File: src/rtl/core/utf8_byte_stream_decoder_defines.svh
// Assertion macros for the UTF-8 byte stream decoder.
// Included by the top level; depends on nothing else.
`ifndef UTF8_BYTE_STREAM_DECODER_DEFINES_SVH
`define UTF8_BYTE_STREAM_DECODER_DEFINES_SVH

// Same-cycle implication, disabled while reset is asserted.
`define U8BSD_ASSERT_NOW(label, clk, rstn, ante, cons, msg) \
    label: assert property (@(posedge clk) disable iff (!rstn) (ante) |-> (cons)) \
        else $error(msg);

// Next-cycle implication, disabled while reset is asserted.
`define U8BSD_ASSERT_NEXT(label, clk, rstn, ante, cons, msg) \
    label: assert property (@(posedge clk) disable iff (!rstn) (ante) |=> (cons)) \
        else $error(msg);

`endif

File: src/rtl/core/u8bsd_pkg.sv
// Shared types and constants for the UTF-8 byte stream decoder.
// No dependencies.
package u8bsd_pkg;

    localparam int unsigned CpWidth  = 31;
    localparam int unsigned RemWidth = 3;

    // Result status codes
    localparam logic [1:0] ST_CHAR  = 2'd0;
    localparam logic [1:0] ST_END   = 2'd1;
    localparam logic [1:0] ST_BAD   = 2'd2;
    localparam logic [1:0] ST_TRUNC = 2'd3;

    // Lead byte class thresholds (inclusive upper bounds)
    localparam logic [7:0] LEAD_ASCII_MAX = 8'h7F;
    localparam logic [7:0] LEAD_2B_MAX    = 8'hDF;
    localparam logic [7:0] LEAD_3B_MAX    = 8'hEF;
    localparam logic [7:0] LEAD_4B_MAX    = 8'hF7;
    localparam logic [7:0] LEAD_5B_MAX    = 8'hFB;
    localparam logic [7:0] LEAD_6B_MAX    = 8'hFD;
    localparam logic [7:0] CONT_MIN       = 8'h80;

    // Outcome of decoding one transfer
    typedef struct packed {
        logic [RemWidth-1:0] remaining;
        logic [CpWidth-1:0]  acc;
        logic                emit;
        logic [CpWidth-1:0]  code_point;
        logic [1:0]          status;
    } step_t;

endpackage

File: src/rtl/core/u8bsd_step.sv
// Combinational decode of one byte or end mark against the current state.
// Depends on u8bsd_pkg.
module u8bsd_step (
    input  logic [u8bsd_pkg::RemWidth-1:0] remaining,
    input  logic [u8bsd_pkg::CpWidth-1:0]  acc,
    input  logic [7:0]                     data_byte,
    input  logic                           end_of_stream,
    output u8bsd_pkg::step_t               step
);

    logic [u8bsd_pkg::CpWidth-1:0] acc_shift;

    // Shift six payload bits into the accumulator; the top bits fall off
    assign acc_shift = {acc[u8bsd_pkg::CpWidth-7:0], data_byte[5:0]};

    always_comb begin
        step = '0;
        step.status = u8bsd_pkg::ST_CHAR;
        if (remaining == '0) begin
            // Idle: end mark, single byte, lead byte of a sequence, or invalid lead byte
            if (end_of_stream) begin
                step.emit   = 1'b1;
                step.status = u8bsd_pkg::ST_END;
            end else if (data_byte <= u8bsd_pkg::LEAD_ASCII_MAX) begin
                step.emit       = 1'b1;
                step.code_point = {{(u8bsd_pkg::CpWidth-8){1'b0}}, data_byte};
            end else if (data_byte <= u8bsd_pkg::LEAD_2B_MAX) begin
                step.acc       = {{(u8bsd_pkg::CpWidth-5){1'b0}}, data_byte[4:0]};
                step.remaining = u8bsd_pkg::RemWidth'(1);
            end else if (data_byte <= u8bsd_pkg::LEAD_3B_MAX) begin
                step.acc       = {{(u8bsd_pkg::CpWidth-4){1'b0}}, data_byte[3:0]};
                step.remaining = u8bsd_pkg::RemWidth'(2);
            end else if (data_byte <= u8bsd_pkg::LEAD_4B_MAX) begin
                step.acc       = {{(u8bsd_pkg::CpWidth-3){1'b0}}, data_byte[2:0]};
                step.remaining = u8bsd_pkg::RemWidth'(3);
            end else if (data_byte <= u8bsd_pkg::LEAD_5B_MAX) begin
                step.acc       = {{(u8bsd_pkg::CpWidth-2){1'b0}}, data_byte[1:0]};
                step.remaining = u8bsd_pkg::RemWidth'(4);
            end else if (data_byte <= u8bsd_pkg::LEAD_6B_MAX) begin
                step.acc       = {{(u8bsd_pkg::CpWidth-1){1'b0}}, data_byte[0]};
                step.remaining = u8bsd_pkg::RemWidth'(5);
            end else begin
                step.emit   = 1'b1;
                step.status = u8bsd_pkg::ST_BAD;
            end
        end else if (end_of_stream) begin
            // Sequence cut short
            step.emit   = 1'b1;
            step.status = u8bsd_pkg::ST_TRUNC;
        end else if (data_byte < u8bsd_pkg::CONT_MIN) begin
            // Not a continuation byte: drop it and go idle
            step.emit   = 1'b1;
            step.status = u8bsd_pkg::ST_BAD;
        end else if (remaining == u8bsd_pkg::RemWidth'(1)) begin
            // Last continuation byte: emit the code point
            step.emit       = 1'b1;
            step.code_point = acc_shift;
        end else begin
            step.acc       = acc_shift;
            step.remaining = remaining - u8bsd_pkg::RemWidth'(1);
        end
    end

endmodule

File: src/rtl/core/utf8_byte_stream_decoder.sv
// UTF-8 byte stream decoder (six-byte form), top level.
// Results are registered and reach the m_ channel in the cycle after the emitting transfer.
// Throughput: one byte per cycle, set by the single decode step between the
// state registers and the result register; s_ready drops only while a result waits.
// Reset (aresetn, synchronous, active low) returns the decoder to idle with
// an empty result register.
`include "utf8_byte_stream_decoder_defines.svh"

module utf8_byte_stream_decoder (
    input  logic                          aclk,
    input  logic                          aresetn,
    input  logic                          s_valid,
    output logic                          s_ready,
    input  logic [7:0]                    s_data_byte,
    input  logic                          s_end_of_stream,
    output logic                          m_valid,
    input  logic                          m_ready,
    output logic [u8bsd_pkg::CpWidth-1:0] m_code_point,
    output logic [1:0]                    m_status
);

    logic [u8bsd_pkg::RemWidth-1:0] bytes_remaining_reg;
    logic [u8bsd_pkg::CpWidth-1:0]  accumulator_reg;
    logic                           m_valid_reg;
    logic                           m_valid_next;
    logic [u8bsd_pkg::CpWidth-1:0]  m_code_point_reg;
    logic [1:0]                     m_status_reg;
    logic                           s_accept;
    u8bsd_pkg::step_t               step;

    // Take a new transfer unless a result is stalled
    assign s_ready  = !m_valid_reg || m_ready;
    assign s_accept = s_valid && s_ready;

    u8bsd_step u_step (
        .remaining     (bytes_remaining_reg),
        .acc           (accumulator_reg),
        .data_byte     (s_data_byte),
        .end_of_stream (s_end_of_stream),
        .step          (step)
    );

    // Result valid: load on an emitting transfer, clear when taken
    always_comb begin
        m_valid_next = m_valid_reg;
        if (s_accept) begin
            m_valid_next = step.emit;
        end else if (m_ready) begin
            m_valid_next = 1'b0;
        end
    end

    // Advance decode state and result valid
    always_ff @(posedge aclk) begin
        if (!aresetn) begin
            bytes_remaining_reg <= '0;
            accumulator_reg     <= '0;
            m_valid_reg         <= 1'b0;
        end else begin
            m_valid_reg <= m_valid_next;
            if (s_accept) begin
                bytes_remaining_reg <= step.remaining;
                accumulator_reg     <= step.acc;
            end
        end
    end

    // Hold result payload until the next emitting transfer
    always_ff @(posedge aclk) begin
        if (s_accept && step.emit) begin
            m_code_point_reg <= step.code_point;
            m_status_reg     <= step.status;
        end
    end

    assign m_valid      = m_valid_reg;
    assign m_code_point = m_code_point_reg;
    assign m_status     = m_status_reg;

    // Checks on decoder state and results
    `U8BSD_ASSERT_NOW(a_rem_range, aclk, aresetn, 1'b1, bytes_remaining_reg <= u8bsd_pkg::RemWidth'(5), "continuation count out of range")
    `U8BSD_ASSERT_NOW(a_idle_acc_clear, aclk, aresetn, bytes_remaining_reg == '0, accumulator_reg == '0, "accumulator not cleared while idle")
    `U8BSD_ASSERT_NOW(a_status_cp_zero, aclk, aresetn, m_valid_reg && m_status_reg != u8bsd_pkg::ST_CHAR, m_code_point_reg == '0, "nonzero code point on a status result")
    `U8BSD_ASSERT_NEXT(a_idle_end, aclk, aresetn, s_accept && s_end_of_stream && bytes_remaining_reg == '0, m_valid_reg && m_status_reg == u8bsd_pkg::ST_END, "end mark while idle gave no end status")

endmodule

File: config.mk
export PLATFORM = sky130hd
export DESIGN_NAME = utf8_byte_stream_decoder
export DESIGN_NICKNAME = d
export VERILOG_FILES = /design/src/rtl/core/u8bsd_pkg.sv /design/src/rtl/core/u8bsd_step.sv /design/src/rtl/core/utf8_byte_stream_decoder.sv
export VERILOG_INCLUDE_DIRS = /design/src /design/src/rtl/core
export SDC_FILE = /design/constraint.sdc
export NUM_CORES = 1
export LEC_CHECK = 0
export ABC_CLOCK_PERIOD_IN_PS = 3000
export BUFFER_PORTS_ARGS = -buffer_cell sky130_fd_sc_hd__buf_2
export CAP_MARGIN = 20
export CELL_PAD_IN_SITES_DETAIL_PLACEMENT = 0
export CELL_PAD_IN_SITES_GLOBAL_PLACEMENT = 1
export CORE_MARGIN = 8
export CORE_UTILIZATION = 40
export DETAILED_ROUTE_END_ITERATION = 12
export HOLD_SLACK_MARGIN = 0.05
export PLACE_DENSITY = 0.73
export SETUP_SLACK_MARGIN = 0.2
export SLEW_MARGIN = 20
export SYNTH_ARGS = -nofsm -noshare
export SYNTH_HDL_FRONTEND = slang
export SYNTH_HIERARCHICAL = 1
export SYNTH_SLANG_ARGS = --single-unit
File: constraint.sdc
create_clock -name aclk -period 3 [get_ports aclk]
set_clock_uncertainty 0.2 [all_clocks]
set_input_delay 0.3 -clock aclk [delete_from_list [all_inputs] [get_ports aclk]]
set_output_delay 0.3 -clock aclk [all_outputs]
set_load 0.05 [all_outputs]
==> impl_metrics.csv, run 1 <==
group,metric,value,unit
status,status,"finished clean",
global_route,antenna_found_initial,0,
global_route,grt_pass1_wl,9.45,mm
sta,setup_viol,0,
die,core_area,7100,um2
route,avgViaCountPerCell,4.74,
sta,hold_violations,0,
layout,final_common_cell,"nand2_1",
route,drtIter0Drc,75,
route,vias,1952,
setup_path,critPathCaptureType,"flip-flop",
die,rows,31,
setup_path,path_cells,"inv_1 > ha_1 > and4bb_2 > o21ai_1 > and2_1 > nand2_1 > nor2b_2 > buf_4",
clock_network,cts_root_buf,"clkbuf_8",
logic_synthesis,synth_nets,278,
global_route,grt_use_total,12.1,%
clock_network,clk_latency,330,ps
die,ios,48,
layout,final_cells,412,
logic_synthesis,syn_avg_cell_area,11.0,um2
sta,slew_headroom,37.4,%
pwr,power,1970,uW
setup_path,cp_num_buf_inv,2,
clock_network,postCtsSetupRepairBufs,0,
setup_path,start_kind,"flip-flop",
sta,max_freq,415,MHz
global_route,met3_usage,2.69,%
layout,antenna_cells,0,
place,place_congestion,0.827,
clock_network,cts_tree,"yes",
logic_synthesis,yosysWarningCount,6,
route,routed_wl,5.84,mm
layout,area_growth,16.8,%
setup_path,required,2830,ps
global_route,gr-total-overflow,0,
sta,tightest_slew,939,ps
setup_path,slowest_stage,"dfxtp_1",
global_route,busiest_layer,"met2",
global_route,grt_max_degree,58,
layout,fin_util,47.4,%
layout,mostFrequentLayoutCells,"nand2_1, and2_1, buf_2",
die,die_h,101,um
sta,fin_crit,2410,ps
setup_path,crit_family,"simple AND/OR/NAND/NOR gates",
setup_path,cp_max_fo,9,
layout,largest_reg_flops,31,
die,dieArea,10200,um2
sta,rsz0062_at_grt,"no",
layout,drive_gt1_share,23.6,%
pwr,ir_drop,0.000187,V
global_route,grt_pass1_vias,1920,
clock_network,cts_max_path_buffers,2,
place,io_buffers,47,
logic_synthesis,synth_cells,262,
route,drc,0,
sta,setup_ws,591,ps
route,final_antenna_net_count,0,
place,place_hpwl,3.90,mm
pwr,powerDensity,584,nW/um2
global_route,globalRouteMet2Util,19.8,%
route,wl_per_cell,14.2,um
clock_network,cts_made_buffers,9,
sta,setup_tns,0,ps
pwr,p_leak,0.00134,uW
place,placed_cells,395,
clock_network,clk_pin_slew,70,ps
sta,fin_crit_sh,80.3,%
die,initial_core_util,40.6,%
sta,maxSlewViolCount,0,
place,pre_cts_ws,586,ps
setup_path,crit_type,"flip-flop to flip-flop",
clock_network,cts_sinks,62,
run,cap_viol_max_count,0,
setup_path,arrival,2240,ps
setup_path,cp_slowest_stage_delay,370,ps
clock_network,h-tree-depth,3,
layout,nets,324,
route,drt_pass1_iterations,4,
global_route,met1_usage,14.1,%
die,die_w,101,um
logic_synthesis,netlist_area,2880,um2
worst_hold_path,min-delay-path-class,"primary input to flip-flop",
-- worst register-to-register path: cells and delay by family (launching register included) --
family | cells | cell delay, ps
DFF | 1 | 370
AOI/OAI and AO/OA | 1 | 100
and+or+nand+nor | 4 | 850
buffers and inverters | 2 | 340
adders and majority gates | 1 | 240
-- per-layer routing --
layer,vias to the layer above,part of all wire (%)
li1,965,-
met5,-,0
met2,50,49
met4,0,1.8
met3,8,4.3
met1,929,45
-- power by group --
part	leakage, uW	switching [uW]	internal, uW
registers	0.000560	9.89	925
logic	0.000673	178	60.7
clock network	0.000108	308	484
-- final cells by class --
cell class | count | area, um2
multi-input cells | 180 | 1150
well taps | 99 | 124
clock inverters | 5 | 72.6
flip-flops and latches | 62 | 1570
fillers | 680 | 3730
repair buffers | 52 | 288
clock buffers | 11 | 141
inverters | 3 | 11.3
-- stage by stage --
| step | hold WS (ps) | area (um2) |
|---|---|---|
| floorplan | 230 | 2880 |
| global placement | 239 | 3140 |
| detailed placement | 251 | 3140 |
| CTS | 83.2 | 3360 |
| global route | 87.1 | 3360 |
| finish | 92.0 | 3360 |
-- final timing paths --
kind,endpoint,cells past startpoint,slack (ps),startpoint
max reg2reg,m_code_point[6]$_DFFE_PP_,8,590,bytes_remaining_reg[0]$_SDFFE_PN0P_
max,m_code_point[6]$_DFFE_PP_,8,590,bytes_remaining_reg[0]$_SDFFE_PN0P_
min,m_valid$_SDFFE_PN0P_,3,90,m_ready
min reg2reg,accumulator_reg[24]$_SDFFE_PN0P_,2,260,accumulator_reg[24]$_SDFFE_PN0P_
-- repair_timing --
| item | in CTS | in global routing |
|---|---|---|
| endpoints found under the setup margin | 0 | 0 |
| endpoints found under the hold margin | 1 | 0 |
| hold buffers | 1 | 0 |
| resized for setup | 0 | 0 |
Note: power is estimated with default switching activity, not from simulation.
==> run 2: changes to the inputs <==
ABC_CLOCK_PERIOD_IN_PS = 2300   (was 3000)
CORE_UTILIZATION = 44   (was 40)
PLACE_DENSITY = 0.77   (was 0.73)
clock period = 2.3 ns   (was 3 ns; I/O delays follow)
==> impl_metrics.csv, run 2 (same netlist as run 1, synthesis figures left out) <==
group,metric,value,unit
die,initial_core_util,45.4,%
global_route,grt_max_degree,58,
route,drc,0,
status,status,"finished clean",
global_route,grt_pass1_wl,9.40,mm
die,die_w,96.9,um
sta,tightest_slew,542,ps
place,place_congestion,0.843,
sta,holdWs,224,ps
setup_path,cp_num_buf_inv,2,
layout,final_common_cell,"nand2_1",
layout,seq_area,1570,um2
setup_path,slowest_stage,"dfxtp_2",
global_route,grt_use_total,12.3,%
clock_network,clk_pin_slew,70,ps
die,dieArea,9390,um2
die,die_h,96.9,um
route,avgViaCountPerCell,4.80,
setup_path,arrival,1940,ps
layout,largest_reg_flops,31,
setup_path,cp_slowest_stage_delay,360,ps
sta,setup_tns,0,ps
setup_path,start_kind,"flip-flop",
pwr,power.internal,2060,uW
place,place_hpwl,3.69,mm
route,final_antenna_net_count,0,
global_route,gr-total-overflow,0,
setup_path,path_cells,"inv_2 > ha_4 > and4bb_2 > o21ai_2 > and2_1 > nand2_2 > nor2b_4 > clkbuf_16",
route,vias,1954,
layout,multi_input_area,1190,um2
clock_network,h-tree-depth,3,
setup_path,crit_family,"simple AND/OR/NAND/NOR gates",
setup_path,cp_max_fo,6,
pwr,power,2730,uW
clock_network,cts_root_buf,"clkbuf_8",
route,wl_per_cell,14.1,um
pwr,seq_power_share,44.6,%
clock_network,cts_made_buffers,9,
die,ios,48,
layout,area_growth,24.6,%
clock_network,cts_sinks,62,
layout,fin_util,56.5,%
pwr,clkPwrFrac,42.6,%
layout,antenna_cells,0,
layout,mostFrequentLayoutCells,"nand2_1, and2_1, buf_2",
place,io_buffers,47,
pwr,comb_power_share,12.8,%
sta,max_freq,480,MHz
clock_network,clk_latency,330,ps
route,drt_pass1_iterations,5,
clock_network,cts_tree,"yes",
route,routed_wl,5.75,mm
layout,drive_gt1_share,27.3,%
run,cap_viol_max_count,0,
sta,fin_crit_sh,90.5,%
layout,nets,341,
sta,setup_viol,0,
sta,rsz0062_at_grt,"yes",
layout,fillCellCount,549,
clock_network,cts_max_path_buffers,2,
die,core_area,6350,um2
pwr,switching_share,24.5,%
global_route,antenna_found_initial,0,
setup_path,required,2160,ps
place,placed_cells,375,
sta,slew_headroom,63.9,%
route,drtIter0Drc,71,
setup_path,critPathCaptureType,"flip-flop",
pwr,powerDensity,761,nW/um2
setup_path,crit_type,"flip-flop to flip-flop",
pwr,p_leak,0.00146,uW
pwr,p_sw,669,uW
sta,hold_violations,0,
sta,maxSlewViolCount,0,
pwr,ir_drop,0.000397,V
layout,final_cells,407,
worst_hold_path,min-delay-path-class,"primary input to flip-flop",
sta,fin_crit,2080,ps
die,rows,29,
global_route,grt_pass1_vias,1959,
## run 2: final timing paths
path	slack (ps)	from	depth (start not counted)	to
worst max register to register	220	bytes_remaining_reg[0]$_SDFFE_PN0P_	8	m_code_point[28]$_DFFE_PP_
worst min-delay path	220	s_end_of_stream	5	bytes_remaining_reg[0]$_SDFFE_PN0P_
worst max-delay path	220	bytes_remaining_reg[0]$_SDFFE_PN0P_	8	m_code_point[28]$_DFFE_PP_
worst min register to register	260	accumulator_reg[24]$_SDFFE_PN0P_	2	accumulator_reg[24]$_SDFFE_PN0P_
## run 2: what timing repair did
item	CTS	global route
buffers inserted	0	4
hold endpoints to repair	9	0
gates cloned	0	2
resized for setup	1	6
pin swaps	0	0
hold buffers	10	0
setup endpoints to repair	23	33
## run 2: metrics by stage
| stage | worst slack (ps) | instance area (um2) |
|---|---|---|
| floorplan | 86.6 | 2910 |
| global placement | 198 | 3150 |
| detailed placement | 174 | 3150 |
| CTS | 241 | 3500 |
| global route | 163 | 3590 |
| finish | 217 | 3590 |
## run 2: cell type report
type                    count  area share (%)
flip-flops and latches     62            43.8
multi-input cells         180            33.1
repair buffers             69            13.3
clock buffers              12            4.04
well taps                  77            2.68
clock inverters             4            2.65
inverters                   3           0.314
## run 2: power by group through the flow
stage	clock network, uW	registers [uW]	logic (uW)
floorplan	0	1370	125
global placement	0	1240	312
detailed placement	0	1240	314
CTS	1190	1220	328
global route	1240	1220	370
finish	1160	1220	350
## run 2: per-layer routing
metal / routed length [um] / global-route usage (%)
met5: 0 / 0
met4: 80 / 4.62
met3: 292 / 5.41
met2: 2830 / 20.8
met1: 2550 / 13.2
## run 2: worst reg2reg max path, stage by stage (launching register included)
cell and delay, ps:
dfxtp_2 360, inv_2 60, ha_4 160, and4bb_2 260, o21ai_2 80, and2_1 160
nand2_2 70, nor2b_4 250, clkbuf_16 210
